## src/rtl/fixed_point_q24_8_alu_unit_macros.svh

```systemverilog
// Assertion macros for the Q24.8 fixed-point ALU.
// Used by files that check their own pipeline; needs clk_i and rst_ni in scope.
`ifndef FIXED_POINT_Q24_8_ALU_UNIT_MACROS_SVH
`define FIXED_POINT_Q24_8_ALU_UNIT_MACROS_SVH

// Check a property on every rising clock edge outside reset.
`define FPA_ASSERT(lbl, prop, msg) \
  lbl: assert property (@(posedge clk_i) disable iff (!rst_ni) prop) else $error(msg);

// Check that a condition holds whenever an item leaves the block.
`define FPA_ASSERT_OUT(lbl, cond, msg) \
  `FPA_ASSERT(lbl, (out_o.valid |-> (cond)), msg)

`endif

```

## src/rtl/fpa_pkg.sv

```systemverilog
// Shared types and constants for the fixed-point ALU.
// No dependencies.
`timescale 1ns / 1ps

package fpa_pkg;

  typedef enum logic [3:0] {
    ACT_ADD, ACT_SUB, ACT_MUL, ACT_DIV, ACT_INC, ACT_DEC,
    ACT_GT, ACT_LT, ACT_GE, ACT_LE, ACT_EQ, ACT_NE,
    ACT_MIN, ACT_MAX, ACT_FROM_INT, ACT_TO_INT
  } fpa_action_e;

  typedef enum logic [1:0] {
    ST_OK       = 2'd0,
    ST_DIV_ZERO = 2'd1,
    ST_SAT      = 2'd2
  } fpa_status_e;

  localparam logic signed [31:0] MAX_RAW = 32'sh7FFF_FFFF;
  localparam logic signed [31:0] MIN_RAW = 32'sh8000_0000;

  // Control and finished-result fields that travel with each item
  typedef struct packed {
    logic               valid;
    fpa_action_e        action;
    logic               neg;
    logic signed [31:0] res;
    logic               flag;
    fpa_status_e        status;
  } fpa_ctrl_t;

endpackage

```

## src/rtl/fpa_back.sv

```systemverilog
// Output stage: rounds and saturates the quotient and holds the result.
// Depends on fpa_pkg.
`timescale 1ns / 1ps

module fpa_back import fpa_pkg::*; #(
  parameter int NW = 40
) (
  input  logic          clk_i,
  input  logic          rst_ni,
  input  logic          en_i,
  input  fpa_ctrl_t     ctrl_i,
  input  logic [NW-1:0] q_i,
  input  logic [31:0]   rem_i,
  input  logic [31:0]   nb_i,
  output fpa_ctrl_t     ctrl_o
);

  localparam logic [NW:0] POS_LIM = (NW+1)'(32'h7FFF_FFFF);
  localparam logic [NW:0] NEG_LIM = (NW+1)'(33'h0_8000_0000);

  fpa_ctrl_t   ctrl_d, ctrl_q;
  logic        up;
  logic [NW:0] qr;

  // Round half away from zero: bump when twice the remainder reaches the divisor
  assign up = {rem_i, 1'b0} >= {1'b0, nb_i};
  assign qr = (NW+1)'(q_i) + (NW+1)'(up);

  always_comb begin
    ctrl_d = ctrl_i;
    if (ctrl_i.action == ACT_DIV && ctrl_i.status != ST_DIV_ZERO) begin
      if (!ctrl_i.neg && qr > POS_LIM) begin
        ctrl_d.res    = MAX_RAW;
        ctrl_d.status = ST_SAT;
      end else if (ctrl_i.neg && qr > NEG_LIM) begin
        ctrl_d.res    = MIN_RAW;
        ctrl_d.status = ST_SAT;
      end else begin
        ctrl_d.res = ctrl_i.neg ? -qr[31:0] : qr[31:0];
      end
    end
  end

  // Hold the finished item until taken
  always_ff @(posedge clk_i or negedge rst_ni) begin
    if (!rst_ni) begin
      ctrl_q <= '0;
    end else if (en_i) begin
      ctrl_q <= ctrl_d;
    end
  end

  assign ctrl_o = ctrl_q;

endmodule

```

## config.mk

```make
export PLATFORM = sky130hd
export DESIGN_NAME = fpa_back
export DESIGN_NICKNAME = d
export VERILOG_FILES = /design/src/rtl/fixed_point_q24_8_alu_unit_macros.svh /design/src/rtl/fpa_pkg.sv /design/src/rtl/fpa_back.sv
export SDC_FILE = /design/constraint.sdc
export NUM_CORES = 1
export LEC_CHECK = 0
export BUFFER_PORTS_ARGS = -buffer_cell sky130_fd_sc_hd__buf_2
export CAP_MARGIN = 10
export CELL_PAD_IN_SITES_DETAIL_PLACEMENT = 0
export CELL_PAD_IN_SITES_GLOBAL_PLACEMENT = 2
export CORE_MARGIN = 2
export CORE_UTILIZATION = 30
export CTS_CLUSTER_DIAMETER = 60
export CTS_CLUSTER_SIZE = 12
export DETAILED_ROUTE_END_ITERATION = 16
export GPL_ROUTABILITY_DRIVEN = 0
export PLACE_DENSITY_LB_ADDON = 0.1
export REMOVE_ABC_BUFFERS = 1
export SLEW_MARGIN = 25
export SYNTH_ARGS = -nofsm -noshare
export SYNTH_HDL_FRONTEND = slang
export SYNTH_SLANG_ARGS = --single-unit
export TNS_END_PERCENT = 10
```

## constraint.sdc

```tcl
create_clock -name clk_i -period 1.55 [get_ports clk_i]
set_input_delay 0.0775 -clock clk_i [delete_from_list [all_inputs] [get_ports clk_i]]
set_output_delay 0.0775 -clock clk_i [all_outputs]
set_load 0.02 [all_outputs]
```

# Word level (Yosys, flattened, before mapping)
# Cells that the tools add are included.
# totals
reg_bits,41
out_inout_bits,41
# classes
n_addsub,2
n_eq_ne,2
n_mux,7
n_lt_le_gt_ge,3
reduce_logical,4
# ops
cell,n
32-bit 2-to-1 mux,4
40-bit by 1-bit adder with 41-bit output,1
"41-bit by 31-bit > comparator with 1-bit output, second input constant",1
"41-bit by 32-bit > comparator with 1-bit output, second input constant",1
33-bit by 32-bit >= comparator with 1-bit output,1
32-bit negation,1
2-bit 2-to-1 mux,3
"4-bit by 2-bit == test with 1-bit output, second input constant",1
1-bit logical AND,3
"2-bit by 1-bit != test with 1-bit output, second input constant",1
1-bit zero test,1

# Logic depth before layout (Yosys ltp)
# logic_depth
ltp_word,7
mapped_depth,27
mapped_depth_nobuf,22

# Worst setup path after synthesis
# Ideal clock, no wire load.
# synth_path
kind,in2reg
start,in nb_i[1]
end,reg ctrl_q (netlist bit ctrl_o[4])
cell_stages,26
slack_ps,-3356
setup_ps,94
arrival_ps,4812
cell_sequence,inv_1 > ha_1 > nor2b_1 > o21a_1 > o21a_1 > o21a_1 > o21a_1 > o21a_1 > o211ai_1 > a2111oi_0 > o32a_1 > ha_1 > ha_1 > buf_2 > and4_1 > buf_2 > nand4_1 > clkbuf_1 > nor4_1 > mux2i_1 > nand4_1 > or4_4 > o221ai_4 > buf_6 > nand2_1 > a221oi_2
# synth_between
elab_chain_len,7
elab_cells_between_ends,11
cone_classes,add/sub: 2; order compare: 3; mux: 4; reduce/logical: 2
# synth_rtl
element,line,text
start: declaration,fpa_back.sv:14,"input logic [31:0] nb_i,"
33-bit by 32-bit >= comparator with 1-bit output (*),fpa_back.sv:26,"assign up = {rem_i, 1'b0} >= {1'b0, nb_i};"
40-bit by 1-bit adder with 41-bit output (*),fpa_back.sv:27,assign qr = (NW+1)'(q_i) + (NW+1)'(up);
32-bit negation / 41-bit by 32-bit > comparator with 1-bit output (equally long branches),"fpa_back.sv:39, fpa_back.sv:35",
32-bit 2-to-1 mux / 1-bit logical AND (equally long branches),"fpa_back.sv:39, fpa_back.sv:35",
32-bit 2-to-1 mux,fpa_back.sv:35,end else if (ctrl_i.neg && qr > NEG_LIM) begin
32-bit 2-to-1 mux (*),fpa_back.sv:32,if (!ctrl_i.neg && qr > POS_LIM) begin
32-bit 2-to-1 mux (*),fpa_back.sv:31,if (ctrl_i.action == ACT_DIV && ctrl_i.status != ST_DIV_ZERO) begin
end signal: assignment,fpa_back.sv:49,ctrl_q <= ctrl_d;
end: declaration,fpa_back.sv:21,"fpa_ctrl_t ctrl_d, ctrl_q;"
# Mark *: on every way between the ends. The rest lies on a longest branch, timed or not.
# A chain may end at the register's enable or synchronous reset.

# Worst setup path in the final report
# layout_path
start,in nb_i[1]
end,reg ctrl_q (netlist bit ctrl_o[34])
# Same word-level chain as after synthesis.

==> impl_metrics.json <==
{
  "hold-worst-slack_ns": 0.0276,
  "async_flop_share_pct": 100,
  "via_count": 6772,
  "r2r_start": "ctrl_o[34]$_DFFE_PN0P_",
  "drv_slew": 0,
  "status": "finished, violations left",
  "required_ns": 1.72,
  "synth-main-ff-cell": "dfrtp_1",
  "worstMarginPinSlew_ns": 0.529,
  "drive_above_1_share_pct": 48.4,
  "grt_max_degree": 53,
  "pwr_density_cell_nw_per_um2": 517,
  "grt_pass1_vias": 6763,
  "rrSetupSlack_ns": 0.71,
  "critPathLaunch": "nb_i[1]",
  "avgSynthCellArea_um2": 7.49,
  "synth_xor_area_share_pct": 8.38,
  "synth.top_cell.area_share_pct": 19.3,
  "path_common_cell": "o21a_1",
  "ir_worst_vdd_mv": 0.384,
  "synth.area.mux_share_pct": 3.19,
  "largest_register_ffs": 41,
  "multi_input_area_um2": 4390,
  "numCtsBuffers": 5,
  "ys_ff_latch": 41,
  "die_h_um": 137,
  "tritoncts": "built",
  "worstSetupPathType": "in -> reg",
  "rows": 48,
  "synth_edf_count": 0,
  "ant_nets": 0,
  "rr_worst_depth": 1,
  "yosys-top-cells-count": "66 x nand2_1, 46 x inv_1, 46 x nor2_1, 41 x dfrtp_1, 36 x a21oi_1",
  "finalHoldViolCount": 0,
  "wl_um": 20900,
  "start_util_pct": 30.7,
  "drtIter0Drc": 300,
  "io_pins": 189,
  "vias_per_cell": 5.15,
  "crit_fanout": 6,
  "grt-ovfl-total": 0,
  "io_buffer_count": 188,
  "dr.pass1.iters": 5,
  "die_x_um": 137,
  "clkLatencyLatePin_ns": 0.29,
  "syn-cell-area_um2": 5330,
  "clock-root-buffer": "clkbuf_16",
  "antenna_found_initial": 1,
  "total_power_mw": 4.59,
  "min_period_over_period_pct": 298,
  "violations": "setup timing",
  "synth_fa_ha_area_share_pct": 8.22,
  "yosys_warnings": 0,
  "ys_seq_area_share_pct": 19.3,
  "cts_max_level": 2,
  "area_growth_syn_to_layout_pct": 66.5,
  "grt_usage_pct": 21.3,
  "drv_cap": 0,
  "fmax_mhz": 216,
  "fp.coreArea_um2": 17400,
  "synth-simple-area-share_pct": 29.6,
  "drc": 0,
  "crit_path_end_kind": "register",
  "synth_compound_gate_area_share_pct": 24.1,
  "min_path_type": "in -> reg",
  "setup-tns-final_ns": -101.10,
  "nets": 1271,
  "netlist_instances": 711,
  "fillCellCount": 1746,
  "cts.sinks": 41,
  "crit_path_top_delay_cell": "or4_4",
  "clkTransAtPathRegs_ns": 0.06,
  "startpoint_type": "input port",
  "synth_top_area_cell": "dfrtp_1",
  "regArea_um2": 1030,
  "finalSetupViolCount": 34,
  "reg2reg_to": "ctrl_o[34]$_DFFE_PN0P_",
  "cp_slowest_stage_delay_ns": 0.46,
  "synth.most_common_cell": "nand2_1",
  "hpwlAfterDp_um": 17200,
  "synth_area_leaders": "dfrtp_1 19%, ha_1 8.2%, xnor2_1 5.3%",
  "endpoint": "ctrl_o[34]$_DFFE_PN0P_",
  "clockBufferDepth": 2,
  "crit_arrival_ns": 4.79,
  "dp_slack_ns": -3.84,
  "grt_pass1_wl_um": 32500,
  "leakagePower_nw": 4.13,
  "relSlewSlack_pct": 64.7,
  "wire_per_inst_um": 15.9,
  "post-route-worst-setup-slack_ns": -3.07,
  "synth_top_family_by_area": "simple AND/OR/NAND/NOR gates",
  "finish.utilization_pct": 51.1,
  "synth_cell_types": 67,
  "grt_setup_unrepaired": "yes",
  "skew_ns": 0,
  "period_needed_ns": 4.62,
  "die_area_um2": 18800
}
## cells in the final DEF, fill, tap and decap left out, types with 6 or more instances in the layout
cell type / count
o22ai_1: 26
buf_6: 11
nor4_2: 7
nand2_1: 60
o31ai_1: 8
a21oi_2: 14
o21a_1: 7
nor4_1: 8
a21oi_1: 22
dfrtp_1: 41
a21o_1: 13
and4_1: 7
nand3_1: 27
ha_1: 30
nand2b_1: 29
xnor2_1: 31
buf_4: 215
mux2i_1: 6
or3_1: 7
and3_1: 8
nand4_1: 35
a221oi_2: 8
xor2_1: 18
mux2_2: 8
nor2_1: 44
inv_1: 43
nor4_4: 6
nor3_1: 12
and2_1: 6
clkbuf_16: 6
o21ai_0: 20
buf_2: 186
## layout make-up
class	instances	area share (%)
Multi-Input combinational cell	574	49.4
Tap cell	225	3.17
Sequential cell	41	11.6
Timing Repair Buffer	419	31.6
Inverter	47	2.02
Clock inverter	3	0.775
Clock buffer	5	1.41
Antenna cell	1	0.0282
## cell families after synthesis
| group | Yosys count |
|---|---|
| xor gates and xnor gates | 51 |
| and+or+nand+nor | 295 |
| muxes | 16 |
| adders and majority gates | 35 |
| AOI/OAI and AO/OA | 177 |
| buffers and inverters | 96 |
| DFF | 41 |
## what timing repair did
| item | 4_1_cts | 5_1_grt |
|---|---|---|
| endpoints found under the hold margin | 41 | 0 |
| pin swaps | 34 | 21 |
| hold buffers | 1 | 0 |
| cloned | 0 | 1 |
| setup buffers | 12 | 12 |
| gates resized for setup | 40 | 63 |
| endpoints found under the setup margin | 34 | 34 |
## where the power goes
part	switching, mW	leakage (nW)	total, mW	internal (mW)
logic	1.04	3.58	1.99	0.952
registers	0.0551	0.462	1.23	1.18
clock network	0.437	0.0944	1.37	0.928
total	1.53	4.13	4.59	3.06
## critical path, delay by kind of cell
kind | cells | cell delay (ns)
buffers and inverters | 5 | 0.52
adder cells (fa/ha/maj) | 3 | 0.55
AND/OR/NAND/NOR | 5 | 1.09
AO/OA/AOI/OAI | 13 | 2.54
## metrics by stage
step,instance area (um^2),instances
after floorplan,5120,662
after global placement,7940,1281
after detailed placement,7940,1281
after CTS,8450,1302
after global routing,8870,1315
final,8870,1315
## layer usage
metal | vias to the layer above | track usage (%) | wire [um]
met5 | - | 0 | 0
met4 | 0 | 5.61 | 252
met3 | 17 | 1.73 | 1260
met2 | 206 | 38.8 | 10300
met1 | 3151 | 27.0 | 9050
li1 | 3398 | - | -
## how the worst min path moves through the flow
stage / from / to / slack, ns / cells after the start
final: ctrl_i[40] / ctrl_o[40]$_DFFE_PN0P_ / 0.03 / 2
after global routing: ctrl_i[2] / ctrl_o[2]$_DFFE_PN0P_ / 0.01 / 2
after CTS: ctrl_i[2] / ctrl_o[2]$_DFFE_PN0P_ / 0.02 / 2
after detailed placement: rst_ni / ctrl_o[37]$_DFFE_PN0P_ / 0.18 / 2
after global placement: rst_ni / ctrl_o[37]$_DFFE_PN0P_ / 0.17 / 2
after floorplan: rst_ni / ctrl_o[0]$_DFFE_PN0P_ / -0.22 / 0
No activity file was read; power rests on OpenSTA's default activity.
