==> src/rtl/fixed_point_q24_8_alu_unit_macros.svh <==
// Assertion macros for the Q24.8 fixed-point ALU.
// Used by files that check their own pipeline; needs clk_i and rst_ni in scope.
`ifndef FIXED_POINT_Q24_8_ALU_UNIT_MACROS_SVH
`define FIXED_POINT_Q24_8_ALU_UNIT_MACROS_SVH

// Check a property on every rising clock edge outside reset.
`define FPA_ASSERT(lbl, prop, msg) \
  lbl: assert property (@(posedge clk_i) disable iff (!rst_ni) prop) else $error(msg);

// Check that a condition holds whenever an item leaves the block.
`define FPA_ASSERT_OUT(lbl, cond, msg) \
  `FPA_ASSERT(lbl, (out_o.valid |-> (cond)), msg)

`endif

==> src/rtl/fpa_pkg.sv <==
// Shared types and constants for the fixed-point ALU.
// No dependencies.
`timescale 1ns / 1ps

package fpa_pkg;

  typedef enum logic [3:0] {
    ACT_ADD, ACT_SUB, ACT_MUL, ACT_DIV, ACT_INC, ACT_DEC,
    ACT_GT, ACT_LT, ACT_GE, ACT_LE, ACT_EQ, ACT_NE,
    ACT_MIN, ACT_MAX, ACT_FROM_INT, ACT_TO_INT
  } fpa_action_e;

  typedef enum logic [1:0] {
    ST_OK       = 2'd0,
    ST_DIV_ZERO = 2'd1,
    ST_SAT      = 2'd2
  } fpa_status_e;

  localparam logic signed [31:0] MAX_RAW = 32'sh7FFF_FFFF;
  localparam logic signed [31:0] MIN_RAW = 32'sh8000_0000;

  // Control and finished-result fields that travel with each item
  typedef struct packed {
    logic               valid;
    fpa_action_e        action;
    logic               neg;
    logic signed [31:0] res;
    logic               flag;
    fpa_status_e        status;
  } fpa_ctrl_t;

endpackage

==> src/rtl/fpa_div_stage.sv <==
// One registered restoring-division step: one quotient bit per stage.
// Depends on fpa_pkg.
`timescale 1ns / 1ps

module fpa_div_stage import fpa_pkg::*; #(
  parameter int NW = 40
) (
  input  logic          clk_i,
  input  logic          rst_ni,
  input  logic          en_i,
  input  fpa_ctrl_t     ctrl_i,
  input  logic [NW-1:0] w_i,
  input  logic [31:0]   rem_i,
  input  logic [31:0]   nb_i,
  output fpa_ctrl_t     ctrl_o,
  output logic [NW-1:0] w_o,
  output logic [31:0]   rem_o,
  output logic [31:0]   nb_o
);

  fpa_ctrl_t     ctrl_q;
  logic [NW-1:0] w_q;
  logic [31:0]   rem_q, nb_q;
  logic [32:0]   trial, diff;
  logic          ge;

  // Bring down the next dividend bit and trial-subtract
  assign trial = {rem_i, w_i[NW-1]};
  assign diff  = trial - {1'b0, nb_i};
  assign ge    = trial >= {1'b0, nb_i};

  always_ff @(posedge clk_i or negedge rst_ni) begin
    if (!rst_ni) begin
      ctrl_q <= '0;
    end else if (en_i) begin
      ctrl_q <= ctrl_i;
    end
  end

  // Shift the quotient bit in as the dividend bit leaves
  always_ff @(posedge clk_i) begin
    if (en_i) begin
      w_q   <= {w_i[NW-2:0], ge};
      rem_q <= ge ? diff[31:0] : trial[31:0];
      nb_q  <= nb_i;
    end
  end

  assign ctrl_o = ctrl_q;
  assign w_o    = w_q;
  assign rem_o  = rem_q;
  assign nb_o   = nb_q;

endmodule

==> config.mk <==
export PLATFORM = sky130hd
export DESIGN_NAME = fpa_div_stage
export DESIGN_NICKNAME = d
export VERILOG_FILES = /design/src/rtl/fixed_point_q24_8_alu_unit_macros.svh /design/src/rtl/fpa_pkg.sv /design/src/rtl/fpa_div_stage.sv
export SDC_FILE = /design/constraint.sdc
export NUM_CORES = 1
export LEC_CHECK = 0
export BUFFER_PORTS_ARGS = -buffer_cell sky130_fd_sc_hd__buf_2
export CORE_UTILIZATION = 41
export DETAILED_ROUTE_END_ITERATION = 10
export GPL_TIMING_DRIVEN = 0
export MAX_ROUTING_LAYER = met4
export PLACE_DENSITY = 0.77
export SLEW_MARGIN = 20
export SYNTH_ARGS = -nofsm -noshare
export SYNTH_HDL_FRONTEND = slang
export SYNTH_SLANG_ARGS = --single-unit
==> constraint.sdc <==
create_clock -name clk_i -period 1.8 [get_ports clk_i]
set_input_delay 0.36 -clock clk_i [delete_from_list [all_inputs] [get_ports clk_i]]
set_output_delay 0.36 -clock clk_i [all_outputs]
set_load 0.005 [all_outputs]
# After elaboration in Yosys (flattened, before gate mapping)
# Cells that the tools add are included.
[word_totals]
register_bits = 145
latch_bits = 0
ram_bits = 0
mem_bits_ro = 0
wordCells = 12
memories = 0
[op_classes]
add_sub_neg = 1
mul = 0
div_mod_pow = 0
magnitude_cmp = 1
n_eq_ne = 0
shift = 0
muxes = 1
n_bitwise = 0
reduce_logical = 0
[ops]
columns = ["op", "count"]
rows = [
  ["$ge 33x32->1", 1],
  ["$mux 32", 1],
  ["$sub 32x32->32", 1],
]

# Longest topological paths before layout
[depth]
word_depth = 2
mapped_depth = 13
depth_no_buf = 11

# Least setup slack after synthesis
# No wires, ideal clock.
[synth_path]
path_kind = "input to register"
from = "input port nb_i[7]"
to = "register rem_q[26], in the netlist rem_o[26], data pin"
t_arrival_ns = 2.399
required_time_ns = 1.542
setup_slack_ns = -0.857
stages = 10
path_buffers = 0
cell_sequence = "inv_1 -> ha_1 -> a21o_1 -> or3_4 -> o211ai_2 -> a31oi_1 -> o211a_1 -> or2_4 -> a2111o_1 -> o221a_2"
[synth_between]
elab_chain_cells = 2
word_cells_on_any_way = 3
classes_between = "1 x add/sub; 1 x order compare; 1 x mux"
[synth_lines]
columns = ["item", "line_no", "source"]
rows = [
  ["from (decl)", "fpa_div_stage.sv:14", "input logic [31:0] nb_i,"],
  ["$sub 32x32->32 or $ge 33x32->1 (tied branches)", "fpa_div_stage.sv:29, fpa_div_stage.sv:30", ""],
  ["$mux 32 *", "fpa_div_stage.sv:44", "rem_q <= ge ? diff[31:0] : trial[31:0];"],
  ["to (signal assigned)", "fpa_div_stage.sv:44", ""],
  ["to (decl)", "fpa_div_stage.sv:23", "logic [31:0] rem_q, nb_q;"],
]
# Mark *: on every way between the ends. The rest lies on a longest branch, timed or not.
# A chain may end at the register's enable or synchronous reset.

# Worst setup path in the final report
[layout_path]
from = "input port rem_i[1]"
to = "register rem_q[26], in the netlist rem_o[26], data pin"
[layout_between]
elab_chain_cells = 2
word_cells_on_any_way = 3
classes_between = "1 x add/sub; 1 x order compare; 1 x mux"
[layout_lines]
columns = ["item", "line_no", "source"]
rows = [
  ["from (decl)", "fpa_div_stage.sv:13", "input logic [31:0] rem_i,"],
  ["$sub 32x32->32 or $ge 33x32->1 (tied branches)", "fpa_div_stage.sv:29, fpa_div_stage.sv:30", ""],
  ["$mux 32 *", "fpa_div_stage.sv:44", ""],
]
# Marks and branches as above.

==> results_tabular.tex <==
\begin{tabular}{lr}
\hline
Metric & Value \\
\hline
\multicolumn{2}{l}{\textbf{Status}} \\
Result of the run & finished with violations \\
Violations in the final reports & setup timing \\
\multicolumn{2}{l}{\textbf{STA}} \\
RSZ-0062 raised after global routing & true \\
Worst setup skew after layout & 0 ps \\
Total setup violations reported at the end of the flow & 33 \\
Total Negative Setup Slacks & -18330 ps \\
Minimum clock period & 2460 ps \\
Final critical-path setup slack & -655 ps \\
Fin. max-slew vios & 0 \\
Fin crit share & 136\% \\
Top achievable clock speed & 407 MHz \\
Count of endpoints failing hold in the final timing report & 0 \\
Worst relative slew slack & 41.1\% \\
Worst Tran Pin Value & roughly 880 ps \\
\multicolumn{2}{l}{\textbf{Finish}} \\
Most common cell after layout, fill and taps aside & sky130\_fd\_sc\_hd\_\_buf\_2 \\
Number of fill cells in the layout & approximately 1100 \\
Post-route standard cell area excluding fillers & between 0.01 and 0.015 mm\^{}2 \\
Layout cell share with drive strength beyond 1 & 63.8\% \\
Seq. cell area & a little over 0.004 mm\^{}2 \\
Top library cells by usage in the layout, fill and taps aside & 276 x sky130\_fd\_sc\_hd\_\_buf\_2, 104 x sky130\_fd\_sc\_hd\_\_edfxtp\_1, 50 x sky130\_fd\_sc\_hd\_\_buf\_4 \\
Final-stage net count & $\sim$1100 \\
Area of combinational cells with multiple inputs & $\sim$0.0034 mm\^{}2 \\
Layout area overhead & 59.6\% \\
\multicolumn{2}{l}{\textbf{Synthesis}} \\
Post-synthesis sequential element count & between 100 and 150 \\
Avg Synthesized Cell Area & 12.7 um\^{}2 \\
Syn Std Cell Area & 0.00688 mm\^{}2 \\
Yosys synthesis warning count & 0 \\
Post-synthesis net count & slightly above 700 \\
Dominant register cell in the synthesized netlist & sky130\_fd\_sc\_hd\_\_edfxtp\_1 \\
Ys async rst share & approximately 28\% \\
Number of library cell types mapped by synthesis & 56 \\
Number of enable-type register cells in the synthesized netlist & between 100 and 150 \\
Number of instances in the synthesized netlist & 540 \\
Sequential fraction of the synthesis area & between 60\% and 70\% \\
\multicolumn{2}{l}{\textbf{Min path}} \\
Hold WC Path Type & in2async \\
\multicolumn{2}{l}{\textbf{Floorplanning}} \\
Vert. Die Dim & roughly 130 um \\
Die ar. & between 0.015 and 0.02 mm\^{}2 \\
Std-Cell Core Area & 0.0161 mm\^{}2 \\
Initial Util & 42.7\% \\
Floorplan row count & 46 \\
Ports & 293 \\
Die Span X & approximately 130 um \\
\multicolumn{2}{l}{\textbf{Worst setup path}} \\
End of the worst register-to-register path & ctrl\_o[0] \\
Launch point of the worst reg-to-reg path & ctrl\_o[0] \\
Type of destination of the critical path & register \\
Highest cell delay on the worst timing path & approximately 300 ps \\
Slowest CP cell & sky130\_fd\_sc\_hd\_\_a2111o\_1 \\
Crit start category & input port \\
Required time of the critical path & between 1500 and 2000 ps \\
Crit path launch & rem\_i[1] \\
Start-to-end type of the worst setup path & in2reg \\
Max FO, Critical Path & 4 \\
Worst-case register-to-register setup slack & a little over 1000 ps \\
Cell depth of the worst flop-to-flop path & 1 \\
CP Cell Sequence & buf\_6 > ha\_4 > buf\_6 > nor2\_4 > a211oi\_4 > o21ai\_2 > o211ai\_1 > buf\_4 > a21oi\_4 > o21a\_4 > buf\_4 > a2111o\_1 > o221a\_4 \\
Critical path data arrival time & 2630 ps \\
Critical path destination & rem\_o[26] \\
\multicolumn{2}{l}{\textbf{Clocking}} \\
Maximum clock insertion buffer count & 2 \\
Cts bufs inserted & 17 \\
CTS root buffer & sky130\_fd\_sc\_hd\_\_clkbuf\_16 \\
TritonCTS clock tree & done \\
\# H-tree levels & 4 \\
Clock-pin slew of the registers on the worst-case setup and hold paths & $\sim$70 ps \\
Clock Sinks & 145 \\
Clk Latency, worst-skew pair & around 420 ps \\
\multicolumn{2}{l}{\textbf{Power}} \\
Power density cells & 932 mW/mm\^{}2 \\
Leakage power & between 0.004 and 0.005 uW \\
Maximum vdd ir drop & between 0.0006 and 0.0007 V \\
\multicolumn{2}{l}{\textbf{Route}} \\
Highest routed metal layer & met4 \\
Drt initial violations & between 300 and 400 \\
Detailed-route vias per instance & around 5.4 \\
Total length of routed wires & about 23000 um \\
Routed metal-1 wire length & around 8400 um \\
Post-route antenna net violation count & 0 \\
Number of detailed-route iterations in the first pass & 5 \\
Via total after detailed routing & approximately 6100 \\
Met3 WL & approximately 1800 um \\
Drt drc & 0 \\
Avg WL per Cell & 20.2 um \\
Sum of met2 wire segment lengths after detailed routing & 12000 um \\
\multicolumn{2}{l}{\textbf{Run}} \\
Max-cap check violation count & 0 \\
\multicolumn{2}{l}{\textbf{Global route}} \\
Wire length of the first global-routing pass & between 30000 and 40000 um \\
Vias in the first global route & roughly 5700 \\
Antenna violations before repair & 4 \\
Largest net degree at the start of global routing & 62 \\
Total global routing overflow & 0 \\
GRT Resource Usage Total & about a quarter \\
\multicolumn{2}{l}{\textbf{Placed design}} \\
Global placement routability congestion & about 0.85 \\
Cell area after placement & between 0.008 and 0.009 mm\^{}2 \\
Port Buffers & roughly 290 \\
Detailed Place HPWL & around 14000 um \\
Pre-CTS setup slack & -1270 ps \\
\hline
\end{tabular}
## per-layer routing
layer / global-route usage (%) / up-vias
li1: - / 2734
met1: 27.3 / 2924
met2: 41.4 / 367
met3: 6.52 / 88
met4: 7.75 / 0
met5: - / -
## critical path: cells and delay by family
kind / cells / cell delay (ps)
adders and majority gates: 1 / 280
AOI/OAI and AO/OA: 7 / 1360
buffers and inverters: 4 / 580
and+or+nand+nor: 1 / 40
## Yosys cell counts (all sizes together) (2+ instances only)
master   count  share of area, %
clkbuf      16              0.87
o21a         5              0.56
dfrtp       41                15
or2          3              0.31
a21boi       2              0.22
nand2b       3              0.27
buf          6              0.60
nor3        10              0.80
nor2        39               2.1
mux2        48               7.9
and3         3              0.27
edfxtp     104                45
a21o        18               2.0
xnor2       12               1.5
o21bai       3              0.33
a31oi        5              0.45
a21oi       47               3.6
o211a        2              0.29
nand4       11               1.0
nand3        8              0.58
ha          32               5.8
o21ai       15               1.1
nor2b        3              0.27
a211o        2              0.25
nand2       22               1.2
a2111oi      2              0.35
a211oi       5              0.55
o31a         2              0.25
o211ai       3              0.40
inv         41               2.3
a31o         2              0.25
nor4         2              0.18
xor2        10               1.3
## stage by stage
| step | instances | util, % | hold WS [ps] | total power (uW) |
|---|---|---|---|---|
| after floorplan | 540 | - | 64.4 | 5110 |
| after global placement | 1048 | 55.1 | 483 | 5890 |
| after detailed placement | 1049 | 55.3 | 490 | 5930 |
| after CTS | 1108 | 63.9 | 77.0 | 9910 |
| after global routing | 1139 | 68.1 | 87.3 | 10600 |
| final | 1139 | 68.1 | 61.4 | 10200 |
## timing repair
item | in CTS | in global routing
setup endpoints to repair | 33 | 33
pin swaps | 31 | 67
resized for setup | 111 | 134
setup buffers | 26 | 36
hold buffers | 0 | 0
cloned | 5 | 0
## sequential cells by signal, indices dropped and copies added (netlist names)
| register | flops |
|---|---|
| ctrl_o | 41 |
| w_o | 40 |
| nb_o | 32 |
| rem_o | 32 |
## kinds of logic (layout without fill, tap and decap cells)
family | Yosys count | count (layout) | share of synthesized area (%)
buffers and inverters | 63 | 442 | 3.75
other | 0 | 4 | 0
DFF | 145 | 145 | 60.3
xor gates and xnor gates | 22 | 22 | 2.80
adders and majority gates | 33 | 33 | 6.11
AOI/OAI and AO/OA | 120 | 120 | 11.5
and+or+nand+nor | 109 | 109 | 7.64
muxes | 48 | 48 | 7.86
## report_power, final
part	switching (uW)	internal (uW)	leakage, uW
clock network	1620	2000	0.000294
registers	101	3980	0.00150
logic	1260	1260	0.00304
total	2980	7240	0.00483
## worst min-delay path by stage
stage	startpoint	to	slack [ps]	depth (start not counted)
after floorplan	rst_ni	ctrl_o[0]	60	0
after global placement	ctrl_o[24]	ctrl_o[24]	480	1
after detailed placement	ctrl_o[39]	ctrl_o[39]	490	1
after CTS	rst_ni	ctrl_o[9]	80	1
after global routing	w_i[21]	w_o[22]	90	1
final	rst_ni	ctrl_o[27]	60	1
## area by class of cell
| class | instances | share of cell area [%] |
|---|---|---|
| multi-input combinational | 332 | 31.1 |
| timing repair buffer | 355 | 20.0 |
| sequential | 145 | 37.8 |
| buffer | 14 | 1.17 |
| inverter | 41 | 1.77 |
| antenna | 4 | 0.0912 |
| clock inverter | 15 | 1.73 |
| tap | 216 | 2.46 |
| clock buffer | 17 | 3.88 |
(Power assumes the default switching activity.)
