[src/rtl/fixed_point_q24_8_alu_unit_macros.svh]
// Assertion macros for the Q24.8 fixed-point ALU.
// Used by files that check their own pipeline; needs clk_i and rst_ni in scope.
`ifndef FIXED_POINT_Q24_8_ALU_UNIT_MACROS_SVH
`define FIXED_POINT_Q24_8_ALU_UNIT_MACROS_SVH

// Check a property on every rising clock edge outside reset.
`define FPA_ASSERT(lbl, prop, msg) \
  lbl: assert property (@(posedge clk_i) disable iff (!rst_ni) prop) else $error(msg);

// Check that a condition holds whenever an item leaves the block.
`define FPA_ASSERT_OUT(lbl, cond, msg) \
  `FPA_ASSERT(lbl, (out_o.valid |-> (cond)), msg)

`endif

[src/rtl/fpa_pkg.sv]
// Shared types and constants for the fixed-point ALU.
// No dependencies.
`timescale 1ns / 1ps

package fpa_pkg;

  typedef enum logic [3:0] {
    ACT_ADD, ACT_SUB, ACT_MUL, ACT_DIV, ACT_INC, ACT_DEC,
    ACT_GT, ACT_LT, ACT_GE, ACT_LE, ACT_EQ, ACT_NE,
    ACT_MIN, ACT_MAX, ACT_FROM_INT, ACT_TO_INT
  } fpa_action_e;

  typedef enum logic [1:0] {
    ST_OK       = 2'd0,
    ST_DIV_ZERO = 2'd1,
    ST_SAT      = 2'd2
  } fpa_status_e;

  localparam logic signed [31:0] MAX_RAW = 32'sh7FFF_FFFF;
  localparam logic signed [31:0] MIN_RAW = 32'sh8000_0000;

  // Control and finished-result fields that travel with each item
  typedef struct packed {
    logic               valid;
    fpa_action_e        action;
    logic               neg;
    logic signed [31:0] res;
    logic               flag;
    fpa_status_e        status;
  } fpa_ctrl_t;

endpackage

[src/rtl/fpa_front.sv]
// Front stages: operand magnitudes and product, then all simple operations
// and divider setup. Depends on fpa_pkg.
`timescale 1ns / 1ps

module fpa_front import fpa_pkg::*; #(
  parameter int FRAC_BITS = 8,
  parameter int NW        = 40
) (
  input  logic               clk_i,
  input  logic               rst_ni,
  input  logic               en_i,
  input  logic               valid_i,
  input  logic [3:0]         action_i,
  input  logic signed [31:0] a_i,
  input  logic signed [31:0] b_i,
  output fpa_ctrl_t          ctrl_o,
  output logic [NW-1:0]      w_o,
  output logic [31:0]        nb_o
);

  localparam logic [63:0] HALF = (64'd1 << FRAC_BITS) >> 1;

  // Stage A registers
  logic               valid_a_q;
  fpa_action_e        act_a_q;
  logic signed [31:0] a_a_q, b_a_q;
  logic [31:0]        amag_a_q, bmag_a_q;
  logic [63:0]        prod_a_q;

  logic [31:0] amag_in, bmag_in;
  assign amag_in = a_i[31] ? 32'(-a_i) : 32'(a_i);
  assign bmag_in = b_i[31] ? 32'(-b_i) : 32'(b_i);

  // Capture operands and the unsigned magnitude product
  always_ff @(posedge clk_i or negedge rst_ni) begin
    if (!rst_ni) begin
      valid_a_q <= 1'b0;
    end else if (en_i) begin
      valid_a_q <= valid_i;
    end
  end

  always_ff @(posedge clk_i) begin
    if (en_i) begin
      act_a_q  <= fpa_action_e'(action_i);
      a_a_q    <= a_i;
      b_a_q    <= b_i;
      amag_a_q <= amag_in;
      bmag_a_q <= bmag_in;
      prod_a_q <= amag_in * bmag_in;
    end
  end

  // Stage B logic
  fpa_ctrl_t          ctrl_d, ctrl_q;
  logic [NW-1:0]      w_q;
  logic [31:0]        nb_q;
  logic signed [32:0] addend, sum;
  logic [63:0]        rnd;
  logic               pneg;
  logic signed [63:0] fi;

  always_comb begin
    unique case (act_a_q)
      ACT_SUB: addend = -33'(b_a_q);
      ACT_INC: addend = 33'sd1;
      ACT_DEC: addend = -33'sd1;
      default: addend = 33'(b_a_q);
    endcase
  end

  assign sum  = 33'(a_a_q) + addend;
  assign rnd  = (prod_a_q + HALF) >> FRAC_BITS;
  assign pneg = a_a_q[31] ^ b_a_q[31];
  assign fi   = 64'(a_a_q) <<< FRAC_BITS;

  // Compute every operation except the divide quotient
  always_comb begin
    ctrl_d        = '0;
    ctrl_d.valid  = valid_a_q;
    ctrl_d.action = act_a_q;
    ctrl_d.neg    = pneg;
    ctrl_d.status = ST_OK;
    unique case (act_a_q)
      ACT_ADD, ACT_SUB, ACT_INC, ACT_DEC: begin
        if (sum[32] != sum[31]) begin
          ctrl_d.res    = sum[32] ? MIN_RAW : MAX_RAW;
          ctrl_d.status = ST_SAT;
        end else begin
          ctrl_d.res = sum[31:0];
        end
      end
      ACT_MUL: begin
        if (!pneg && rnd > 64'h7FFF_FFFF) begin
          ctrl_d.res    = MAX_RAW;
          ctrl_d.status = ST_SAT;
        end else if (pneg && rnd > 64'h8000_0000) begin
          ctrl_d.res    = MIN_RAW;
          ctrl_d.status = ST_SAT;
        end else begin
          ctrl_d.res = pneg ? -rnd[31:0] : rnd[31:0];
        end
      end
      ACT_DIV: begin
        if (b_a_q == '0) begin
          ctrl_d.status = ST_DIV_ZERO;
        end
      end
      ACT_GT: ctrl_d.flag = a_a_q > b_a_q;
      ACT_LT: ctrl_d.flag = a_a_q < b_a_q;
      ACT_GE: ctrl_d.flag = a_a_q >= b_a_q;
      ACT_LE: ctrl_d.flag = a_a_q <= b_a_q;
      ACT_EQ: ctrl_d.flag = a_a_q == b_a_q;
      ACT_NE: ctrl_d.flag = a_a_q != b_a_q;
      ACT_MIN: ctrl_d.res = (a_a_q < b_a_q) ? a_a_q : b_a_q;
      ACT_MAX: ctrl_d.res = (a_a_q > b_a_q) ? a_a_q : b_a_q;
      ACT_FROM_INT: begin
        if (fi != 64'(fi[31:0]) && fi != 64'(signed'(fi[31:0]))) begin
          ctrl_d.res    = a_a_q[31] ? MIN_RAW : MAX_RAW;
          ctrl_d.status = ST_SAT;
        end else if (fi != 64'(signed'(fi[31:0]))) begin
          ctrl_d.res    = a_a_q[31] ? MIN_RAW : MAX_RAW;
          ctrl_d.status = ST_SAT;
        end else begin
          ctrl_d.res = fi[31:0];
        end
      end
      ACT_TO_INT: ctrl_d.res = a_a_q >>> FRAC_BITS;
      default: ctrl_d.res = '0;
    endcase
  end

  // Register stage B with the divider start values
  always_ff @(posedge clk_i or negedge rst_ni) begin
    if (!rst_ni) begin
      ctrl_q <= '0;
    end else if (en_i) begin
      ctrl_q <= ctrl_d;
    end
  end

  always_ff @(posedge clk_i) begin
    if (en_i) begin
      w_q  <= NW'(amag_a_q) << FRAC_BITS;
      nb_q <= bmag_a_q;
    end
  end

  assign ctrl_o = ctrl_q;
  assign w_o    = w_q;
  assign nb_o   = nb_q;

endmodule

[config.mk]
export PLATFORM = sky130hd
export DESIGN_NAME = fpa_front
export DESIGN_NICKNAME = d
export VERILOG_FILES = /design/src/rtl/fixed_point_q24_8_alu_unit_macros.svh /design/src/rtl/fpa_pkg.sv /design/src/rtl/fpa_front.sv
export SDC_FILE = /design/constraint.sdc
export NUM_CORES = 2
export LEC_CHECK = 0
export ABC_AREA = 1
export BUFFER_PORTS_ARGS = -buffer_cell sky130_fd_sc_hd__buf_2
export CAP_MARGIN = 40
export CORE_MARGIN = 2
export CORE_UTILIZATION = 34
export CTS_CLUSTER_SIZE = 16
export DETAILED_ROUTE_END_ITERATION = 10
export HOLD_SLACK_MARGIN = 0.02
export PLACE_DENSITY_LB_ADDON = 0.12
export SLEW_MARGIN = 20
export SYNTH_ARGS = -nofsm -noshare
export SYNTH_HDL_FRONTEND = slang
export SYNTH_SLANG_ARGS = --single-unit
[constraint.sdc]
create_clock -name clk_i -period 11.5 [get_ports clk_i]
set_input_delay 2.3 -clock clk_i [delete_from_list [all_inputs] [get_ports clk_i]]
set_output_delay 2.3 -clock clk_i [all_outputs]
set_load 0.05 [all_outputs]
* After elaboration in Yosys (flattened, before gate mapping)
Index checks and enable logic that the tools add are counted.
Storage, ports and cells: logic and storage cells 78, register bits after elaboration 302, output and inout bits 113
Operators by class: mux-type cells 22, bitwise operators 1, add/subtract/negate cells 6, reduce and logical (&&, ||, !) cells 8, magnitude comparators 6, equal/unequal tests 19, multiply operators 1
Operators with widths (count):
- 2-to-1 mux 32 bit | 12
- one-hot mux 32 bit (6 select lines) | 1
- one-hot mux 33 bit (3 select lines) | 1
- negation 32 bit | 3
- adder 64 x 8 -> 64 bit, second input constant | 1
- multiplier 32 x 32 -> 64 bit | 1
- greater-than comparator 56 x 31 -> 1 bit, second input constant | 1
- greater-than comparator 56 x 32 -> 1 bit, second input constant | 1
- adder 32 x 33 -> 33 bit | 1
- negation 32 -> 33 bit | 1
- equality test 32 bit | 1
- equality test 4 bit, second input constant | 8
- greater-or-equal comparator 32 bit | 1
- greater-than comparator 32 bit | 1
- less-or-equal comparator 32 bit | 1
- zero test 32 bit | 1
- < comparator 32 bit | 1
- inequality test 32 bit | 1
- nonzero test 32 bit | 1
- equality test 4 x 3 -> 1 bit, second input constant | 4
- 2-to-1 mux 2 bit | 5
- equality test 4 x 2 -> 1 bit, second input constant | 2
- inequality test 8 x 1 -> 1 bit | 1
- one-hot mux 2 bit (4 select lines) | 1
- 9 further kinds | 11

* Longest topological paths before layout
depth after elaboration 6, gate-level depth with buffers 45, gate-level depth less buffers 43

* Worst setup path after synthesis
OpenSTA, ideal clock, no wires.
path type input to register, from input a_i[0], to register prod_a_q[61], data pin, path slack 0.860 ns, library setup time 0.265 ns, arrival time 10.375 ns, buffers on the path 3, data required time 11.235 ns, stages 39, cells stage by stage buf_6 clkinv_2 clkbuf_1 ha_1 inv_1 nor2_1 nand4_1 o21ai_0 or2_2 nand2_1 inv_1 clkbuf_1 nor2_1 fa_1 fa_1 fa_1 inv_1 fa_1 (+3 left out) fa_1 inv_1 fa_1 inv_1 fa_1 inv_1 ha_1 nand2_1 nor2_1 inv_1 nor2_1 inv_1 nor4_1 a21oi_1 o21ai_0 a21boi_0 o21ai_0 xor2_1
On the way: word-level cells in the longest chain between the ends 3
Ends and longest elaborated chain:
- start, declared | RTL line fpa_front.sv:14 | input logic signed [31:0] a_i,
- negation 32 bit | RTL line fpa_front.sv:31 | assign amag_in = a_i[31] ? 32'(-a_i) : 32'(a_i);
- 2-to-1 mux 32 bit (*) | RTL line fpa_front.sv:31
- multiplier 32 x 32 -> 64 bit (*) | RTL line fpa_front.sv:50 | prod_a_q <= amag_in * bmag_in;
- end signal, assigned | RTL line fpa_front.sv:50
- end, declared | RTL line fpa_front.sv:28 | logic [63:0] prod_a_q;
Every way passes the cells marked *; elsewhere a longest branch is shown, timed or not. A chain may end at the register's enable or synchronous reset.

* Worst setup path in the final report
from input b_i[1], to register prod_a_q[61], data pin
On the way: word-level cells in the longest chain between the ends 3
Ends and longest elaborated chain:
- start, declared | RTL line fpa_front.sv:15 | input logic signed [31:0] b_i,
- negation 32 bit | RTL line fpa_front.sv:32 | assign bmag_in = b_i[31] ? 32'(-b_i) : 32'(b_i);
- 2-to-1 mux 32 bit (*) | RTL line fpa_front.sv:32
- multiplier 32 x 32 -> 64 bit (*) | RTL line fpa_front.sv:50
Marked as above.

==> qor.txt <==
Clk_lat worst skew -> 0.64 ns
Clock tree sinks -> 293
Critical path origin -> b_i[1]
CP arrival -> 11.21 ns
GR Layer Usage met2 -> 46.25%
Post-CTS sizing -> 0
Reg clk slew, reported paths -> 0.06 ns
Hold WC Path Type -> register to register
GRT Max-Usage Layer -> met2
Bufs and invs on worst path -> 10
Pin count of the biggest net entering global routing -> 129
Hold wc startpoint -> amag_a_q[4]
CTS max path bufs -> 3
Reg-to-Reg Start -> act_a_q[1]
Total grt overflow -> 0
Hold EP -> w_o[12]
Largest family of logic cells by synthesized area -> adder cells
Final TNS setup -> 0 ns
Kind of critical path -> input pin to register
Final setup violation count -> 0
Wire per inst -> 23.56 um
Cell Rows -> 145
Post-layout nets -> 8410
Post-Route WL -> 216800 um
Unrepaired setup endpoints after global routing -> no
CP Max Fanout -> 9
Register area -> 0.008588 mm^2
Residual DRC count -> 0
Vias per inst -> 5.036
Share of layout cells above drive strength 1 -> 9.272%
Num CTS Buffers -> 38
Die width -> 401.0 um
Post-CTS Setup Inserts -> 0
Mux share of post-synthesis cell area -> 0%
Hold Path Depth -> 0
Distinct cell type count after synthesis -> 62
H-tree depth -> 2
Total Routing Usage GR -> 27.01%
Core Area -> 0.1564 mm^2
Max transition margin -> 43.35%
Tightest Pin Transition -> 0.8478 ns
Tcrit/Tclk final -> 94.69%
Vias in the first global route -> 47940
Adder-Cell Fraction of Synth Area -> 41.19%
DR pass1 iterations -> 5
R2R depth -> 22
# IOs -> 185
Initial Utilization -> 34.26%
Fin crit period -> 10.89 ns
Final hold violations -> 0
Xor-xnor portion of the synthesized cell area -> 2.153%
Grt met3 use -> 2.369%
Skew final -> 0.05891 ns
Post-synth EDFFs -> 251
Synth warn -> 0
Met1 Use GR -> 35.12%
DRT iter0 DRCs -> 3258
Top FF cell, synth -> edfxtp_1
Cells after Synth -> 6838
Post-synth ARST share -> 14.33%
CP Launch Type -> input pin
First-pass GRT wire length -> 320200 um
CTS tree -> yes
Pins Over Slew Limit -> 0
MaxCap Viol Count -> 0
Compound-Gate Fraction of Synth Area -> 6.189%
Area grow syn2layout -> 11.48%
Worst endpoint required time -> 11.82 ns
Mapped Avg Cell Area -> 7.835 um^2
Die H -> 401.0 um
Dpl hpwl -> 183500 um
CP Capture Type -> register
Status -> finished, final reports clean
Hold buffers post-CTS -> 0
Initial antenna violation count -> 6
Post-route ant nets -> 0
F_max -> 91.83 MHz
Filler cells -> 16580
Multi-input logic area -> 0.03847 mm^2
R2R Setup Slk -> 5.17 ns
Critical path's slowest cell -> fa_1
CP top delay family -> adder cells
Register bit total from synthesis -> 293
Total die area -> 0.1608 mm^2
Most common cell on crit path -> fa_1
Clock root buffer -> clkbuf_16
Routability cong. -> 0.9593
Sequential-to-total area share from yosys stat -> 16.03%
Crit path largest cell delay -> 0.63 ns
Vias -> 46340
Reg-to-reg endpoint -> ctrl_o[5]
Synthesized area -> 0.05358 mm^2
Post-Synth Simple-Gate Area -> 21.97%
I/O Buffers -> 176
[sequential cells by signal, indices dropped and copies added (netlist names)]
name       flops
prod_a_q      57
ctrl_o        41
a_a_q         32
b_a_q         32
nb_o          32
w_o           32
amag_a_q      31
bmag_a_q      31
act_a_q        4
valid_a_q      1
[cell usage in the layout, fill, tap and decap left out, types with 39 or more instances in the layout]
cell	netlist	layout
buf_4	15	263
nand4_1	50	50
xnor2_1	46	43
dfrtp_1	42	42
edfxtp_1	251	251
o21ai_0	216	216
buf_2	44	175
nor3_1	40	39
clkbuf_16	0	40
nor2_1	912	911
ha_1	330	330
nand2_1	1505	1505
xor2_1	82	72
fa_1	896	896
a21oi_1	242	242
inv_1	1449	1449
nand3_1	214	213
[metal layers]
layer / wire, um / part of all wire, % / vias to the layer above
li1: - / - / 21170
met1: 89540 / 41 / 23420
met2: 106900 / 49 / 1424
met3: 10300 / 4.7 / 326
met4: 10020 / 4.6 / 2
met5: 13 / 0.0060 / -
[cell usage after synthesis, drive strengths merged (12+ instances only)]
cell,instances,area share (%)
nand2,1530,11
inv,1468,10
nor2,946,6.9
fa,896,33
ha,330,7.7
edfxtp,251,14
a21oi,242,2.3
nand3,237,2.4
o21ai,227,2.1
clkbuf,150,1.1
xor2,82,1.3
buf,78,0.88
nand4,53,0.65
xnor2,48,0.81
nor3,46,0.50
dfrtp,42,2.0
clkinv,34,0.24
o21a,21,0.29
a22oi,20,0.28
o21bai,19,0.27
a31oi,18,0.21
or2,16,0.19
nand3b,13,0.18
a21o,12,0.17
[how the worst max path moves through the flow]
stage	to	cells past startpoint
5_1_grt	prod_a_q[61]	39
6_report	prod_a_q[61]	37
2_1_floorplan	prod_a_q[61]	39
3_5_place_dp	prod_a_q[61]	37
4_1_cts	prod_a_q[61]	37
3_3_place_gp	prod_a_q[61]	37
[logic make-up (layout without fill, tap and decap cells)]
family                   count (synthesis)  count (layout)
XOR/XNOR                               130             130
adder cells (fa/ha/maj)               1226            1226
flip-flops                             293             293
other                                    1              12
buffers and inverters                 1730            2025
AO/OA/AOI/OAI                          599             599
AND/OR/NAND/NOR                       2859            2859
[metrics by stage]
| stage | setup slack, ns | cell area (um^2) | hold slack, ns | std cells | utilization, % |
|---|---|---|---|---|---|
| 2_1_floorplan | 0.8603 | 53600 | 0.4003 | 6845 | - |
| 3_3_place_gp | 0.03729 | 58400 | 0.4021 | 9127 | 37.34 |
| 3_5_place_dp | 0.05396 | 58440 | 0.4045 | 9129 | 37.37 |
| 4_1_cts | 0.6371 | 59690 | 0.4177 | 9197 | 38.17 |
| 5_1_grt | 0.1732 | 59730 | 0.4248 | 9200 | 38.19 |
| 6_report | 0.6109 | 59730 | 0.4163 | 9202 | 38.19 |
[final cells by class]
cell class | count | share of cell area, %
clock buffers | 47 | 1.753
diodes | 4 | 0.01676
clock inverters | 21 | 0.3373
multi-input cells | 4822 | 64.41
flip-flops and latches | 293 | 14.38
inverters | 1502 | 9.445
repair buffers | 455 | 5.350
well taps | 2058 | 4.311
Power is left out: the tool's default activity adds up to more than one toggle a clock period on the data nets, which glitch-free logic cannot reach.
